[config.mk]
export PLATFORM = sky130hd
export DESIGN_NAME = battery_charge_stage_controller_unit
export DESIGN_NICKNAME = d
export VERILOG_FILES = /design/src/design/bcsc_pkg.sv /design/src/design/bcsc_cfg_regs.sv /design/src/design/bcsc_stage_logic.sv /design/src/design/battery_charge_stage_controller_unit.sv
export SDC_FILE = /design/constraint.sdc
export NUM_CORES = 1
export LEC_CHECK = 0
export ABC_AREA = 1
export BUFFER_PORTS_ARGS = -buffer_cell sky130_fd_sc_hd__buf_2
export CORE_MARGIN = 2
export CORE_UTILIZATION = 45
export DETAILED_ROUTE_END_ITERATION = 16
export PLACE_DENSITY_LB_ADDON = 0.3
export SETUP_SLACK_MARGIN = 0.5
export SKIP_LAST_GASP = 1
export SYNTH_ARGS = -nofsm -noshare
export SYNTH_HDL_FRONTEND = slang
export SYNTH_HIERARCHICAL = 1
export SYNTH_SLANG_ARGS = --single-unit
export TNS_END_PERCENT = 20
[constraint.sdc]
create_clock -name i_clk -period 9.8 [get_ports i_clk]
set_input_delay 0.98 -clock i_clk [delete_from_list [all_inputs] [get_ports i_clk]]
set_output_delay 0.98 -clock i_clk [all_outputs]
set_load 0.05 [all_outputs]
[src/design/bcsc_pkg.sv]
// ----------------------------------------------------------------------------
// bcsc_pkg: shared types and constants of the charge stage controller
// Stage and event codes, register map, the configuration bundle and the
// controller state bundle used between the register file, the stage logic
// and the top level.
// ----------------------------------------------------------------------------
package bcsc_pkg;

    // Field widths
    localparam int VOLT_W   = 13;
    localparam int CUR_W    = 10;
    localparam int MODE_W   = 3;
    localparam int MS_W     = 16;
    localparam int TIME_W   = 32;
    localparam int APB_DW   = 32;
    localparam int APB_AW   = 5;
    localparam int REG_IDX_W = 3;

    // Charging stages
    typedef enum logic [2:0] {
        ST_OFF    = 3'd0,
        ST_READY  = 3'd1,
        ST_PRE    = 3'd2,
        ST_FAST   = 3'd3,
        ST_NORMAL = 3'd4,
        ST_CV     = 3'd5,
        ST_BAL    = 3'd6,
        ST_MAINT  = 3'd7
    } t_stage;

    // Event codes carried in the mode field
    localparam logic [MODE_W-1:0] MODE_EVAL = 3'd0;
    localparam logic [MODE_W-1:0] MODE_TICK = 3'd1;
    localparam logic [MODE_W-1:0] MODE_ON   = 3'd2;
    localparam logic [MODE_W-1:0] MODE_OFF  = 3'd3;
    localparam logic [MODE_W-1:0] MODE_FULL = 3'd4;
    localparam logic [MODE_W-1:0] MODE_HIGH = 3'd5;

    // Register indexes (byte address is 4 times the index)
    localparam logic [REG_IDX_W-1:0] REG_PRE_THR  = 3'd0;
    localparam logic [REG_IDX_W-1:0] REG_FAST_THR = 3'd1;
    localparam logic [REG_IDX_W-1:0] REG_CV_THR   = 3'd2;
    localparam logic [REG_IDX_W-1:0] REG_PRE_CUR  = 3'd3;
    localparam logic [REG_IDX_W-1:0] REG_FAST_CUR = 3'd4;
    localparam logic [REG_IDX_W-1:0] REG_NORM_CUR = 3'd5;
    localparam logic [REG_IDX_W-1:0] REG_BAL_CUR  = 3'd6;
    localparam logic [REG_IDX_W-1:0] REG_BAL_DUR  = 3'd7;

    // Register reset values
    localparam logic [VOLT_W-1:0] RST_PRE_THR  = 13'd3360;
    localparam logic [VOLT_W-1:0] RST_FAST_THR = 13'd4100;
    localparam logic [VOLT_W-1:0] RST_CV_THR   = 13'd4350;
    localparam logic [CUR_W-1:0]  RST_PRE_CUR  = 10'd7;
    localparam logic [CUR_W-1:0]  RST_FAST_CUR = 10'd50;
    localparam logic [CUR_W-1:0]  RST_NORM_CUR = 10'd20;
    localparam logic [CUR_W-1:0]  RST_BAL_CUR  = 10'd6;
    localparam logic [TIME_W-1:0] RST_BAL_DUR  = 32'd1800000;

    // Configuration bundle
    typedef struct packed {
        logic [VOLT_W-1:0] pre_thr;
        logic [VOLT_W-1:0] fast_thr;
        logic [VOLT_W-1:0] cv_thr;
        logic [CUR_W-1:0]  pre_cur;
        logic [CUR_W-1:0]  fast_cur;
        logic [CUR_W-1:0]  norm_cur;
        logic [CUR_W-1:0]  bal_cur;
        logic [TIME_W-1:0] bal_dur;
    } t_cfg;

    // Controller state bundle
    typedef struct packed {
        t_stage            stage;
        logic [CUR_W-1:0]  current;
        logic [TIME_W-1:0] time_ms;
        logic [TIME_W-1:0] bal_start;
    } t_ctrl_state;

endpackage

[src/design/bcsc_cfg_regs.sv]
// ----------------------------------------------------------------------------
// bcsc_cfg_regs: configuration register file
// APB-style slave holding the thresholds, currents and balancing time.
// Writes complete in the access phase; reads return the stored value.
// ----------------------------------------------------------------------------
module bcsc_cfg_regs (
    input  logic                        i_clk,
    input  logic                        i_rst_n,
    input  logic                        psel,
    input  logic                        penable,
    input  logic                        pwrite,
    input  logic [bcsc_pkg::APB_AW-1:0] paddr,
    input  logic [bcsc_pkg::APB_DW-1:0] pwdata,
    output logic [bcsc_pkg::APB_DW-1:0] prdata,
    output logic                        pready,
    output bcsc_pkg::t_cfg              o_cfg
);

    bcsc_pkg::t_cfg                   r_cfg;
    logic                             w_wr;
    logic [bcsc_pkg::REG_IDX_W-1:0]   w_idx;

    assign pready = 1'b1;
    assign w_wr   = psel && penable && pwrite;
    assign w_idx  = paddr[bcsc_pkg::APB_AW-1:2];
    assign o_cfg  = r_cfg;

    // Write the addressed register
    always_ff @(posedge i_clk) begin
        if (!i_rst_n) begin
            r_cfg.pre_thr  <= bcsc_pkg::RST_PRE_THR;
            r_cfg.fast_thr <= bcsc_pkg::RST_FAST_THR;
            r_cfg.cv_thr   <= bcsc_pkg::RST_CV_THR;
            r_cfg.pre_cur  <= bcsc_pkg::RST_PRE_CUR;
            r_cfg.fast_cur <= bcsc_pkg::RST_FAST_CUR;
            r_cfg.norm_cur <= bcsc_pkg::RST_NORM_CUR;
            r_cfg.bal_cur  <= bcsc_pkg::RST_BAL_CUR;
            r_cfg.bal_dur  <= bcsc_pkg::RST_BAL_DUR;
        end else if (w_wr) begin
            unique case (w_idx)
                bcsc_pkg::REG_PRE_THR:  r_cfg.pre_thr  <= pwdata[bcsc_pkg::VOLT_W-1:0];
                bcsc_pkg::REG_FAST_THR: r_cfg.fast_thr <= pwdata[bcsc_pkg::VOLT_W-1:0];
                bcsc_pkg::REG_CV_THR:   r_cfg.cv_thr   <= pwdata[bcsc_pkg::VOLT_W-1:0];
                bcsc_pkg::REG_PRE_CUR:  r_cfg.pre_cur  <= pwdata[bcsc_pkg::CUR_W-1:0];
                bcsc_pkg::REG_FAST_CUR: r_cfg.fast_cur <= pwdata[bcsc_pkg::CUR_W-1:0];
                bcsc_pkg::REG_NORM_CUR: r_cfg.norm_cur <= pwdata[bcsc_pkg::CUR_W-1:0];
                bcsc_pkg::REG_BAL_CUR:  r_cfg.bal_cur  <= pwdata[bcsc_pkg::CUR_W-1:0];
                bcsc_pkg::REG_BAL_DUR:  r_cfg.bal_dur  <= pwdata[bcsc_pkg::TIME_W-1:0];
                default: ;
            endcase
        end
    end

    // Return the addressed register, zero-extended
    always_comb begin
        unique case (w_idx)
            bcsc_pkg::REG_PRE_THR:  prdata = {{(bcsc_pkg::APB_DW-bcsc_pkg::VOLT_W){1'b0}},
                                              r_cfg.pre_thr};
            bcsc_pkg::REG_FAST_THR: prdata = {{(bcsc_pkg::APB_DW-bcsc_pkg::VOLT_W){1'b0}},
                                              r_cfg.fast_thr};
            bcsc_pkg::REG_CV_THR:   prdata = {{(bcsc_pkg::APB_DW-bcsc_pkg::VOLT_W){1'b0}},
                                              r_cfg.cv_thr};
            bcsc_pkg::REG_PRE_CUR:  prdata = {{(bcsc_pkg::APB_DW-bcsc_pkg::CUR_W){1'b0}},
                                              r_cfg.pre_cur};
            bcsc_pkg::REG_FAST_CUR: prdata = {{(bcsc_pkg::APB_DW-bcsc_pkg::CUR_W){1'b0}},
                                              r_cfg.fast_cur};
            bcsc_pkg::REG_NORM_CUR: prdata = {{(bcsc_pkg::APB_DW-bcsc_pkg::CUR_W){1'b0}},
                                              r_cfg.norm_cur};
            bcsc_pkg::REG_BAL_CUR:  prdata = {{(bcsc_pkg::APB_DW-bcsc_pkg::CUR_W){1'b0}},
                                              r_cfg.bal_cur};
            bcsc_pkg::REG_BAL_DUR:  prdata = r_cfg.bal_dur;
            default:                prdata = '0;
        endcase
    end

endmodule

[src/design/bcsc_stage_logic.sv]
// ----------------------------------------------------------------------------
// bcsc_stage_logic: next-state logic of the charge controller
// Applies one event to the present stage, current, clock and balancing
// start time, and returns the updated state.
// ----------------------------------------------------------------------------
module bcsc_stage_logic (
    input  bcsc_pkg::t_cfg                  i_cfg,
    input  bcsc_pkg::t_ctrl_state           i_state,
    input  logic [bcsc_pkg::MODE_W-1:0]     i_mode,
    input  logic [bcsc_pkg::VOLT_W-1:0]     i_voltage,
    input  logic [bcsc_pkg::MS_W-1:0]       i_elapsed_ms,
    output bcsc_pkg::t_ctrl_state           o_state
);

    logic [bcsc_pkg::CUR_W-1:0]  w_cur_dn;
    logic [bcsc_pkg::CUR_W-1:0]  w_cur_up;
    logic [bcsc_pkg::TIME_W-1:0] w_bal_age;
    logic                        w_eval;
    bcsc_pkg::t_stage            w_stage_nx;

    // Saturating one-step current changes
    assign w_cur_dn  = (i_state.current == '0) ? '0 : i_state.current - 1'b1;
    assign w_cur_up  = (i_state.current == '1) ? '1 : i_state.current + 1'b1;
    assign w_bal_age = i_state.time_ms - i_state.bal_start;
    assign w_eval    = (i_mode == bcsc_pkg::MODE_EVAL);

    // Next stage
    always_comb begin
        w_stage_nx = i_state.stage;
        case (i_mode)
            bcsc_pkg::MODE_ON:   w_stage_nx = bcsc_pkg::ST_READY;
            bcsc_pkg::MODE_OFF:  w_stage_nx = bcsc_pkg::ST_OFF;
            bcsc_pkg::MODE_FULL: w_stage_nx = bcsc_pkg::ST_BAL;
            default: ;
        endcase
        if (w_eval) begin
            unique case (i_state.stage)
                bcsc_pkg::ST_READY: begin
                    if (i_voltage < i_cfg.pre_thr) begin
                        w_stage_nx = bcsc_pkg::ST_PRE;
                    end else if (i_voltage < i_cfg.fast_thr) begin
                        w_stage_nx = bcsc_pkg::ST_FAST;
                    end else if (i_voltage < i_cfg.cv_thr) begin
                        w_stage_nx = bcsc_pkg::ST_NORMAL;
                    end else begin
                        w_stage_nx = bcsc_pkg::ST_CV;
                    end
                end
                bcsc_pkg::ST_PRE: begin
                    if (i_voltage > i_cfg.pre_thr) w_stage_nx = bcsc_pkg::ST_FAST;
                end
                bcsc_pkg::ST_FAST: begin
                    if (i_voltage > i_cfg.fast_thr) w_stage_nx = bcsc_pkg::ST_NORMAL;
                end
                bcsc_pkg::ST_NORMAL: begin
                    if (i_voltage > i_cfg.cv_thr) w_stage_nx = bcsc_pkg::ST_CV;
                end
                bcsc_pkg::ST_BAL: begin
                    if (w_bal_age > i_cfg.bal_dur) w_stage_nx = bcsc_pkg::ST_MAINT;
                end
                default: ;
            endcase
        end
    end

    // Current, clock and balancing start
    always_comb begin
        o_state.stage     = w_stage_nx;
        o_state.current   = i_state.current;
        o_state.time_ms   = i_state.time_ms;
        o_state.bal_start = i_state.bal_start;
        case (i_mode)
            bcsc_pkg::MODE_TICK: o_state.time_ms = i_state.time_ms +
                {{(bcsc_pkg::TIME_W-bcsc_pkg::MS_W){1'b0}}, i_elapsed_ms};
            bcsc_pkg::MODE_FULL: o_state.bal_start = i_state.time_ms;
            bcsc_pkg::MODE_HIGH: o_state.current = w_cur_dn;
            default: ;
        endcase
        if (w_eval) begin
            unique case (i_state.stage) inside
                bcsc_pkg::ST_OFF, bcsc_pkg::ST_READY: o_state.current = '0;
                bcsc_pkg::ST_PRE:    o_state.current = i_cfg.pre_cur;
                bcsc_pkg::ST_FAST:   o_state.current = i_cfg.fast_cur;
                bcsc_pkg::ST_NORMAL: o_state.current = i_cfg.norm_cur;
                bcsc_pkg::ST_CV: begin
                    o_state.current = (i_voltage > i_cfg.cv_thr) ? w_cur_dn : w_cur_up;
                end
                bcsc_pkg::ST_BAL:    o_state.current = i_cfg.bal_cur;
                default: ;
            endcase
        end
    end

endmodule

[src/design/battery_charge_stage_controller_unit.sv]
// ----------------------------------------------------------------------------
// battery_charge_stage_controller_unit: multi-stage charger controller
// Takes one event per transaction and returns the commanded current and
// stage after it.
//
//   Channel   Direction  Handshake           Payload
//   input     in         i_valid / o_stall   i_mode, i_voltage, i_elapsed_ms
//   result    out        o_valid / i_stall   o_current, o_stage
//   config    in         APB psel/penable    paddr, pwdata, prdata
//
// One transaction a cycle is sustained while the result is not stalled; each
// result passes through the input register, then the state/result register.
// The state registers double as the result register and are only updated
// when the result register is empty or its result moves out, so a stalled
// result holds.
// Reset is synchronous and active low; it restores the register defaults,
// stage off, current zero and clock zero. No initialisation pass follows.
// o_stall rises only when the input register is full and the result is stalled.
// ----------------------------------------------------------------------------
module battery_charge_stage_controller_unit (
    input  logic                          i_clk,
    input  logic                          i_rst_n,
    // Input transactions
    input  logic                          i_valid,
    output logic                          o_stall,
    input  logic [bcsc_pkg::MODE_W-1:0]   i_mode,
    input  logic [bcsc_pkg::VOLT_W-1:0]   i_voltage,
    input  logic [bcsc_pkg::MS_W-1:0]     i_elapsed_ms,
    // Result transactions
    output logic                          o_valid,
    input  logic                          i_stall,
    output logic [bcsc_pkg::CUR_W-1:0]    o_current,
    output logic [2:0]                    o_stage,
    // Configuration port
    input  logic                          psel,
    input  logic                          penable,
    input  logic                          pwrite,
    input  logic [bcsc_pkg::APB_AW-1:0]   paddr,
    input  logic [bcsc_pkg::APB_DW-1:0]   pwdata,
    output logic [bcsc_pkg::APB_DW-1:0]   prdata,
    output logic                          pready
);

    bcsc_pkg::t_cfg                   w_cfg;
    bcsc_pkg::t_ctrl_state            r_state;
    bcsc_pkg::t_ctrl_state            n_state;
    logic                             r_in_valid;
    logic [bcsc_pkg::MODE_W-1:0]      r_mode;
    logic [bcsc_pkg::VOLT_W-1:0]      r_voltage;
    logic [bcsc_pkg::MS_W-1:0]        r_elapsed_ms;
    logic                             r_out_valid;
    logic                             w_out_free;
    logic                             w_adv;
    logic                             w_in_load;

    bcsc_cfg_regs u_cfg (
        .i_clk   (i_clk),
        .i_rst_n (i_rst_n),
        .psel    (psel),
        .penable (penable),
        .pwrite  (pwrite),
        .paddr   (paddr),
        .pwdata  (pwdata),
        .prdata  (prdata),
        .pready  (pready),
        .o_cfg   (w_cfg)
    );

    bcsc_stage_logic u_logic (
        .i_cfg        (w_cfg),
        .i_state      (r_state),
        .i_mode       (r_mode),
        .i_voltage    (r_voltage),
        .i_elapsed_ms (r_elapsed_ms),
        .o_state      (n_state)
    );

    // Flow control between the two register stages
    assign w_out_free = !r_out_valid || !i_stall;
    assign w_adv      = r_in_valid && w_out_free;
    assign o_stall    = r_in_valid && !w_out_free;
    assign w_in_load  = i_valid && !o_stall;

    // Hold the accepted transaction
    always_ff @(posedge i_clk) begin
        if (!i_rst_n) begin
            r_in_valid <= 1'b0;
        end else if (w_in_load) begin
            r_in_valid <= 1'b1;
        end else if (w_adv) begin
            r_in_valid <= 1'b0;
        end
    end

    always_ff @(posedge i_clk) begin
        if (w_in_load) begin
            r_mode       <= i_mode;
            r_voltage    <= i_voltage;
            r_elapsed_ms <= i_elapsed_ms;
        end
    end

    // Advance the controller state, which is also the result
    always_ff @(posedge i_clk) begin
        if (!i_rst_n) begin
            r_state.stage     <= bcsc_pkg::ST_OFF;
            r_state.current   <= '0;
            r_state.time_ms   <= '0;
            r_state.bal_start <= '0;
            r_out_valid       <= 1'b0;
        end else begin
            if (w_adv) begin
                r_state <= n_state;
            end
            if (w_adv) begin
                r_out_valid <= 1'b1;
            end else if (!i_stall) begin
                r_out_valid <= 1'b0;
            end
        end
    end

    assign o_valid   = r_out_valid;
    assign o_current = r_state.current;
    assign o_stage   = r_state.stage;

    // Stall towards the source only with a full input register
    a_stall_needs_item: assert property (@(posedge i_clk) disable iff (!i_rst_n)
        o_stall |-> r_in_valid)
        else $error("input stall raised with empty input register");

    // A held item is never dropped while the result is stalled
    a_item_kept: assert property (@(posedge i_clk) disable iff (!i_rst_n)
        (r_in_valid && !w_adv) |=> (r_in_valid && $stable(r_mode)))
        else $error("pending transaction lost");

    // Switch on lands in ready
    a_switch_on: assert property (@(posedge i_clk) disable iff (!i_rst_n)
        (w_adv && r_mode == bcsc_pkg::MODE_ON) |=> (o_stage == bcsc_pkg::ST_READY))
        else $error("switch on did not give ready");

    // A tick leaves stage and current alone
    a_tick_holds: assert property (@(posedge i_clk) disable iff (!i_rst_n)
        (w_adv && r_mode == bcsc_pkg::MODE_TICK) |=>
        ($stable(o_current) && $stable(o_stage)))
        else $error("tick changed current or stage");

    // Result state only moves with a new result
    a_state_moves_with_result: assert property (@(posedge i_clk) disable iff (!i_rst_n)
        (r_out_valid && i_stall) |=> ($stable(o_current) && $stable(o_stage)))
        else $error("stalled result changed");

endmodule
* Word level (Yosys, flattened, before mapping)
Cells that the tools add are included.
Word-level totals: output and inout bits 48, register bits after elaboration 222, input port bits 76, word-level logic and storage cells 95
Cells by class: add/sub/neg operators 4, reductions and logical operators 26, equal/unequal tests 20, $lt $le $gt $ge 7, muxes and demuxes 21
Operators with widths (number):
- case mux 32 bit (8 select lines) | 1
- case mux 10 bit (6 select lines) | 1
- two-way mux 10 bit | 5
- greater-than comparator 13 bit | 3
- < comparator 13 bit | 3
- adder 32 x 16 -> 32 bit | 1
- greater-than comparator 32 bit | 1
- subtractor 32 bit | 1
- equality test 3 bit (second input constant) | 9
- two-way mux 3 bit | 7
- AND reduction 2 bit | 10
- equality test 3 x 2 -> 1 bit (second input constant) | 6
- case mux 3 bit (5 select lines) | 1
- adder 10 x 1 -> 10 bit (second input constant) | 1
- equality test 10 bit (second input constant) | 1
- zero test 10 bit | 1
- subtractor 10 x 1 -> 10 bit (second input constant) | 1
- equality test 3 x 1 -> 1 bit (second input constant) | 3
- zero test 3 bit | 3
- case mux 3 bit (3 select lines) | 1
- logical AND 1 bit | 5
- two-way mux 1 bit | 5
- zero test 1 bit | 4
- != test 2 x 1 -> 1 bit (second input constant) | 1
- 3 further kinds | 3

* Depth between registers and ports, before layout
Gate-level depths: netlist of run 1.
word-level depth 7, mapped depth 29, depth with buffers taken out 29

* Hierarchy
Netlist of run 1, hierarchy kept.
Modules (own cells, without submodules):
- bcsc_stage_logic | seq. area each 0.0 um^2, cells an instance 1265, times used 1, area each 6975.4 um^2
- bcsc_cfg_regs | seq. area each 2222.1 um^2, cells an instance 738, times used 1, area each 4997.3 um^2
- battery_charge_stage_controller_unit | seq. area each 2542.4 um^2, cells an instance 562, times used 1, area each 4645.7 um^2

* Worst setup path before layout of run 1
No wires, ideal clock.
path type input to output, start in paddr[3] (netlist bit), end out prdata[13] (netlist bit), stages 5, slack 6639 ps, data required time 8820 ps, buffers on the path 3, arrival time 2181 ps, path through buf_4 nand3_2 buf_2 buf_2 nor2_1
Between the ends: cells in the longest elaborated chain, start to end 2, elaborated cells between the ends (all ways) 9, those cells by class 7 x eq/ne; 1 x mux; 1 x reduce/logical
Ends and longest elaborated chain:
- start: declaration | line battery_charge_stage_controller_unit.sv:38 | input logic [bcsc_pkg::APB_AW-1:0] paddr,
- equality test 3 bit, or another cell as far along | line bcsc_cfg_regs.sv:56 | unique case (w_idx)
- case mux 32 bit (8 select lines) * | line bcsc_cfg_regs.sv:56
- end: declaration | line battery_charge_stage_controller_unit.sv:40 | output logic [bcsc_pkg::APB_DW-1:0] prdata,
Every way passes the cells marked *; elsewhere a longest branch is shown, timed or not.

* Worst setup path after layout of run 1
start in paddr[2] (netlist bit), end out prdata[8] (netlist bit)
The elaborated chain is that of the path after synthesis.

==> impl_metrics.tcl, run 1 <==
set metrics [dict create \
    insertion_delay_ps 570 \
    vias_per_cell 5.362 \
    drive_gt1_frac 0.09286 \
    overflow 0 \
    crit_path_top_delay_cell "buf_2" \
    worst-r2r-cell-count 27 \
    hpwlAfterDp_um 34630 \
    syn_inst 2565 \
    tightest_slew_ps 1143 \
    insertedDiodeCount 0 \
    max_clock_freq_mhz 236.7 \
    ir_drop_mv 0.1281 \
    crit_type "input port to primary output" \
    h-tree-depth 1 \
    hold_depth 2 \
    avgSynthCellArea_um2 6.479 \
    setup_viol 0 \
    antenna_found_initial 0 \
    ys_ff_latch 222 \
    grt_pass1_vias 15270 \
    coreArea_mm2 0.03652 \
    numCtsBuffers 28 \
    p_per_area_mw_per_mm2 152.8 \
    rsz0062_at_grt "false" \
    hp-class "register to register" \
    cts_tree "built" \
    max_stage_delay_ps 580 \
    worstReg2RegStart "r_state[32]" \
    grt_use_total 0.2458 \
    place_area_mm2 0.01704 \
    clkSlewWorstSetupHoldPaths_ps 50 \
    drv_cap 0 \
    post_cts_buffers 0 \
    status "completed" \
    syn-num-nets 2763 \
    slew_headroom 0.2350 \
    clock_skew_ps 16.53 \
    start_kind "input port" \
    hold_violations 0 \
    clockBufferDepth 3 \
    cts_resized 0 \
    startpoint "paddr[2]" \
    rrSetupSlack_ps 5740 \
    totalWireLength_um 47910 \
    maxSlewViolCount 0 \
    cp_cell_sequence "buf_2 > inv_1 > nand3_1 > nor2_1 > nor2_1 > nand3_1 > buf_2" \
    ys_async_sr_fraction 0 \
    finalInstanceArea_mm2 0.01792 \
    initial_core_util 0.4550 \
    required_ps 8820 \
    instances_no_fill 3074 \
    rows 70 \
    syn_area_mm2 0.01662 \
    placement.io_buffers 120 \
    endpoint_kind "primary output" \
    synth_area_leaders "dfxtp_1, nand2_1, ha_1" \
    whs_endpoint "r_state[3]" \
    gp_congestion 0.9123 \
    synth_warnings 6 \
    dieArea_mm2 0.03848 \
    vias 16480 \
    ctsHoldBuffers 0 \
    clock_sinks 222 \
    ioPinCount 124 \
    synth.largest_area_cell "dfxtp_1" \
    p_leak_uw 0.008612 \
    synth_ff_type "dfxtp_1" \
    wl_per_cell_um 15.59 \
    nNetsFinal 2782 \
    drc 0 \
    ys_seq_area_frac 0.2867 \
    yosysTopAreaCellShare 0.2289 \
    die_h_um 196.2 \
    grt_max_degree 115 \
    final_core_util 0.4906 \
    cp.arrival_ps 3250 \
    crit_family "buffers and inverters" \
    yosysUniqueCellTypes 60 \
    crit_fanout 40 \
    period_needed_ps 4225 \
    hp-start "r_state[3]" \
    syn2layout_area_growth_pct 7.815 \
    fin_setup_tns_ps 0 \
    reg2reg_to "o_stage[0]" \
    fp.dieW_um 196.2 \
    dp.cells 3022 \
    drt-initial-drc-count 1127 \
    synth_edf_count 32 \
    drt-pass1-iter-count 6 \
    grt_pass1_wl_um 77350 \
    crit_buf_inv 3 \
    drtAntennaViolNets 0 \
    cts_root_buf "clkbuf_16" \
    fin_crit_sh 0.4311 \
]
==> stage by stage <==
| stage | hold slack [ps] | worst slack (ps) | total power [µW] |
|---|---|---|---|
| 4_1_cts | 482.6 | 5649 | 2767 |
| 2_1_floorplan | 451.0 | 6639 | 1597 |
| 3_3_place_gp | 462.5 | 5694 | 1743 |
| 6_report | 481.7 | 5575 | 2739 |
| 3_5_place_dp | 469.2 | 5656 | 1764 |
| 5_1_grt | 509.3 | 5248 | 2914 |
==> sequential cells by signal, indices dropped and copies added, names as in the netlist <==
name	flops
o_current	10
o_stage	3
o_valid	1
r_elapsed_ms	16
r_in_valid	1
r_mode	3
r_state	64
r_voltage	13
u_cfg/o_cfg	111
==> power breakdown <==
group	switching (µW)	total (µW)	leakage (µW)	internal, µW
logic	478	737	0.00632	259
clock network	417	991	0.000433	574
registers	48.9	1010	0.00186	962
==> how the worst max path moves through the flow <==
stage          depth (start not counted)         end  slack [ps]
2_1_floorplan                          5  prdata[13]        6640
3_3_place_gp                           8   prdata[9]        5690
3_5_place_dp                          25  o_stage[0]        5660
4_1_cts                               25  o_stage[0]        5650
5_1_grt                               26  o_stage[1]        5250
6_report                               7   prdata[8]        5570
==> logic make-up (layout without fill, tap and decap cells) <==
| group | count (synthesis) | after routing | share of synthesized area |
|---|---|---|---|
| AOI/OAI and AO/OA | 441 | 441 | 0.1472 |
| DFF | 222 | 222 | 0.2867 |
| and+or+nand+nor | 1227 | 1227 | 0.3159 |
| xor gates and xnor gates | 45 | 45 | 0.02372 |
| buffers and inverters | 507 | 548 | 0.1335 |
| adders and majority gates | 122 | 122 | 0.09276 |
| other | 1 | 1 | 0.0002257 |
==> layout make-up <==
| cell class | instances | area (µm²) |
|---|---|---|
| fillers | 3798 | 18610 |
| multi-input cells | 1836 | 9646 |
| flip-flops and latches | 222 | 4768 |
| inverters | 369 | 1389 |
| clock buffers | 44 | 822.0 |
| repair buffers | 127 | 655.6 |
| well taps | 468 | 585.6 |
| clock inverters | 8 | 51.30 |
==> per-layer routing <==
layer / global-route usage / part of all wire / wire length [µm]
met3: 0.02802 / 0.053 / 2530
met5: 0 / 0 / 0
met4: 0.09091 / 0.034 / 1638
met2: 0.4311 / 0.49 / 23380
met1: 0.3103 / 0.42 / 20360
==> cells in the mapped netlist (5+ instances only) <==
library cell  count
edfxtp_1         32
nand2_1         530
a2bb2oi_1         6
o21ai_2           9
a31oi_1           7
xor2_1           28
a21oi_1         189
ha_1            120
nor4_1            6
nor2_1          373
buf_6            20
o211ai_1         12
inv_2            13
clkbuf_1         38
nand4_1          67
a211oi_1          5
nor2_2           10
inv_1           351
buf_2            49
o21ai_0         160
xnor2_1          17
nand3_2           6
nand2_2           5
nor3_1           16
a21oi_2           7
o21ai_1          17
dfxtp_1         190
a21o_1            6
buf_4            26
nand3_1         196
==> worst register-to-register path: cells and delay by family, from the launching register on <==
family | cells | cell delay (ps)
buffers and inverters | 4 | 310
XOR/XNOR | 1 | 170
adder cells (fa/ha/maj) | 3 | 840
AO/OA/AOI/OAI | 2 | 400
AND/OR/NAND/NOR | 17 | 1950
flip-flops | 1 | 320
==> cells in the final DEF (no fill, tap or decap), types with 8 or more instances in the layout <==
cell and instances:
a21oi_1 189, buf_2 119, buf_4 8, clkbuf_1 11, clkbuf_16 29, clkinv_2 8, dfxtp_1 189, edfxtp_1 32
ha_1 120, inv_1 351, inv_2 13, nand2_1 528, nand3_1 196, nand4_1 67, nor2_1 373, nor2_2 10
nor3_1 16, o211ai_1 12, o21ai_0 160, o21ai_1 17, o21ai_2 9, xnor2_1 17, xor2_1 28
Note: power is estimated with default switching activity, not from simulation.
==> run 2: changes to the inputs <==
==> constraint.sdc (replaced) <==
create_clock -name i_clk -period 3.7 [get_ports i_clk]
set_input_delay 0.37 -clock i_clk [delete_from_list [all_inputs] [get_ports i_clk]]
set_output_delay 0.37 -clock i_clk [all_outputs]
set_load 0.05 [all_outputs]
==> run 2 against run 1 <==
Sequential power grew to 2.6 times the previous value. Largest cell class unchanged. Setup slack got worse by 5300 ps. First-iteration DRC count rose by 19%. Die area is the same. Register-to-register slack worse by 5400 ps. Critical path depth up 22. Via count grew 3.8%.
==> impl_metrics.tcl, run 2 (synthesis gave the netlist of run 1 again) <==
set metrics [dict create \
    required_ps 4180 \
    clockBufferDepth 3 \
    clock_skew_ps 37.45 \
    p_per_area_mw_per_mm2 400.3 \
    antenna_found_initial 0 \
    setup_viol 0 \
    crit_path_top_delay_cell "fa_2" \
    status "completed" \
    rows 70 \
    startpoint "r_state[32]" \
    vias 17110 \
    fp.dieW_um 196.2 \
    initial_core_util 0.4550 \
    totalWireLength_um 50670 \
    grt_pass1_wl_um 80690 \
    die_h_um 196.2 \
    hp-start "i_valid" \
    nFillCells 3653 \
    max_stage_delay_ps 340 \
    drv_cap 0 \
    rsz0062_at_grt "true" \
    cts_root_buf "clkbuf_16" \
    gp_congestion 0.9676 \
    grt_pass1_vias 16020 \
    fin_setup_tns_ps 0 \
    dp.cells 3067 \
    crit_fanout 3 \
    drt-initial-drc-count 1340 \
    cp.arrival_ps 3880 \
    max_clock_freq_mhz 294.0 \
    insertion_delay_ps 590 \
    layout_commonest_cell "nand2_1" \
    nNetsFinal 2879 \
    ir_drop_mv 0.3649 \
    met3_length_um 2405 \
    drtAntennaViolNets 0 \
    layout_common_cells "nand2_1, nor2_1, inv_1" \
    instances_no_fill 3169 \
    syn2layout_area_growth_pct 17.22 \
    numCtsBuffers 28 \
    insertedDiodeCount 0 \
    placement.io_buffers 120 \
    period_needed_ps 3401 \
    h-tree-depth 1 \
    coreArea_mm2 0.03652 \
    drc 0 \
    drive_gt1_frac 0.1581 \
    worstReg2RegStart "r_state[32]" \
    dieArea_mm2 0.03848 \
    maxSlewViolCount 0 \
    ioPinCount 124 \
    start_kind "register" \
    crit_type "register to register" \
    grt_use_total 0.2563 \
    clock_sinks 222 \
    tightest_slew_ps 740.0 \
    path_common_cell "nand2_1" \
    clkSlewWorstSetupHoldPaths_ps 60 \
    largest_reg_flops 111 \
    fin_crit_sh 0.9192 \
    drt-met1-wl_um 21570 \
    drt-pass1-iter-count 5 \
    wl_met2_um 24810 \
    hold_violations 0 \
    slew_headroom 0.5014 \
    hp-class "input port to register" \
    overflow 0 \
    routed.top_layer "met4" \
    p_leak_uw 0.009206 \
    finalPower_uw 7798 \
    grt_max_degree 156 \
    endpoint_kind "register" \
    final_core_util 0.5334 \
    vias_per_cell 5.400 \
    cts_tree "built" \
    hpwlAfterDp_um 35920 \
    wl_per_cell_um 15.99 \
]
==> run 2: changes by cell type in the layout (fill, tap and decap cells not counted), sizes merged <==
cell	before	now
buf	127	192
dlygate4sd3	0	32
clkinv	12	9
clkinvlp	0	1
==> run 2: what timing repair did <==
action,4_1_cts,5_1_grt
setup buffers,7,13
pin swaps,18,36
gates resized for setup,48,110
setup endpoints to repair,3,3
endpoints found under the hold margin,32,0
hold buffers,32,0
==> run 2: where the power goes <==
part / total, µW / internal (µW) / switching, µW
logic: 2420 / 945 / 1480
clock network: 2720 / 1590 / 1130
registers: 2650 / 2550 / 105
==> run 2: final cells by class <==
class | instances | area, µm² | area share
Clock buffer | 44 | 862.1 | 0.04425
Multi-Input combinational cell | 1836 | 10310 | 0.5294
Timing Repair Buffer | 224 | 1489 | 0.07643
Inverter | 369 | 1389 | 0.07130
Sequential cell | 222 | 4783 | 0.2456
Tap cell | 468 | 585.6 | 0.03006
Clock inverter | 6 | 57.56 | 0.002955
==> run 2: critical path: cells and delay by family (launching register included) <==
family / cells / cell delay, ps
XOR/XNOR: 1 / 160
AO/OA/AOI/OAI: 3 / 410
flip-flops: 1 / 320
adder cells (fa/ha/maj): 3 / 760
buffers and inverters: 5 / 370
AND/OR/NAND/NOR: 17 / 1260
==> run 2: worst paths after layout <==
kind            endpoint  slack [ps]  cells past startpoint
max           o_stage[0]         300                     29
min           r_in_valid          30                      3
max reg2reg   o_stage[0]         300                     29
min reg2reg  r_state[21]         480                      2
==> run 2: metal layers <==
metal  global-route usage  vias up
li1                     -     8523
met1               0.3234     8012
met2               0.4526      469
met3              0.02768      109
met4              0.09175        0
met5                    0        -
==> run 2: per-stage QoR <==
stage	worst slack (ps)	cell area [µm²]	hold slack, ps
after floorplan	548.7	16620	451.0
after global placement	-17.94	17410	462.1
after detailed placement	-45.52	17410	472.1
after CTS	214.6	18910	5.083
after global routing	12.28	19480	25.24
final	298.8	19480	29.22
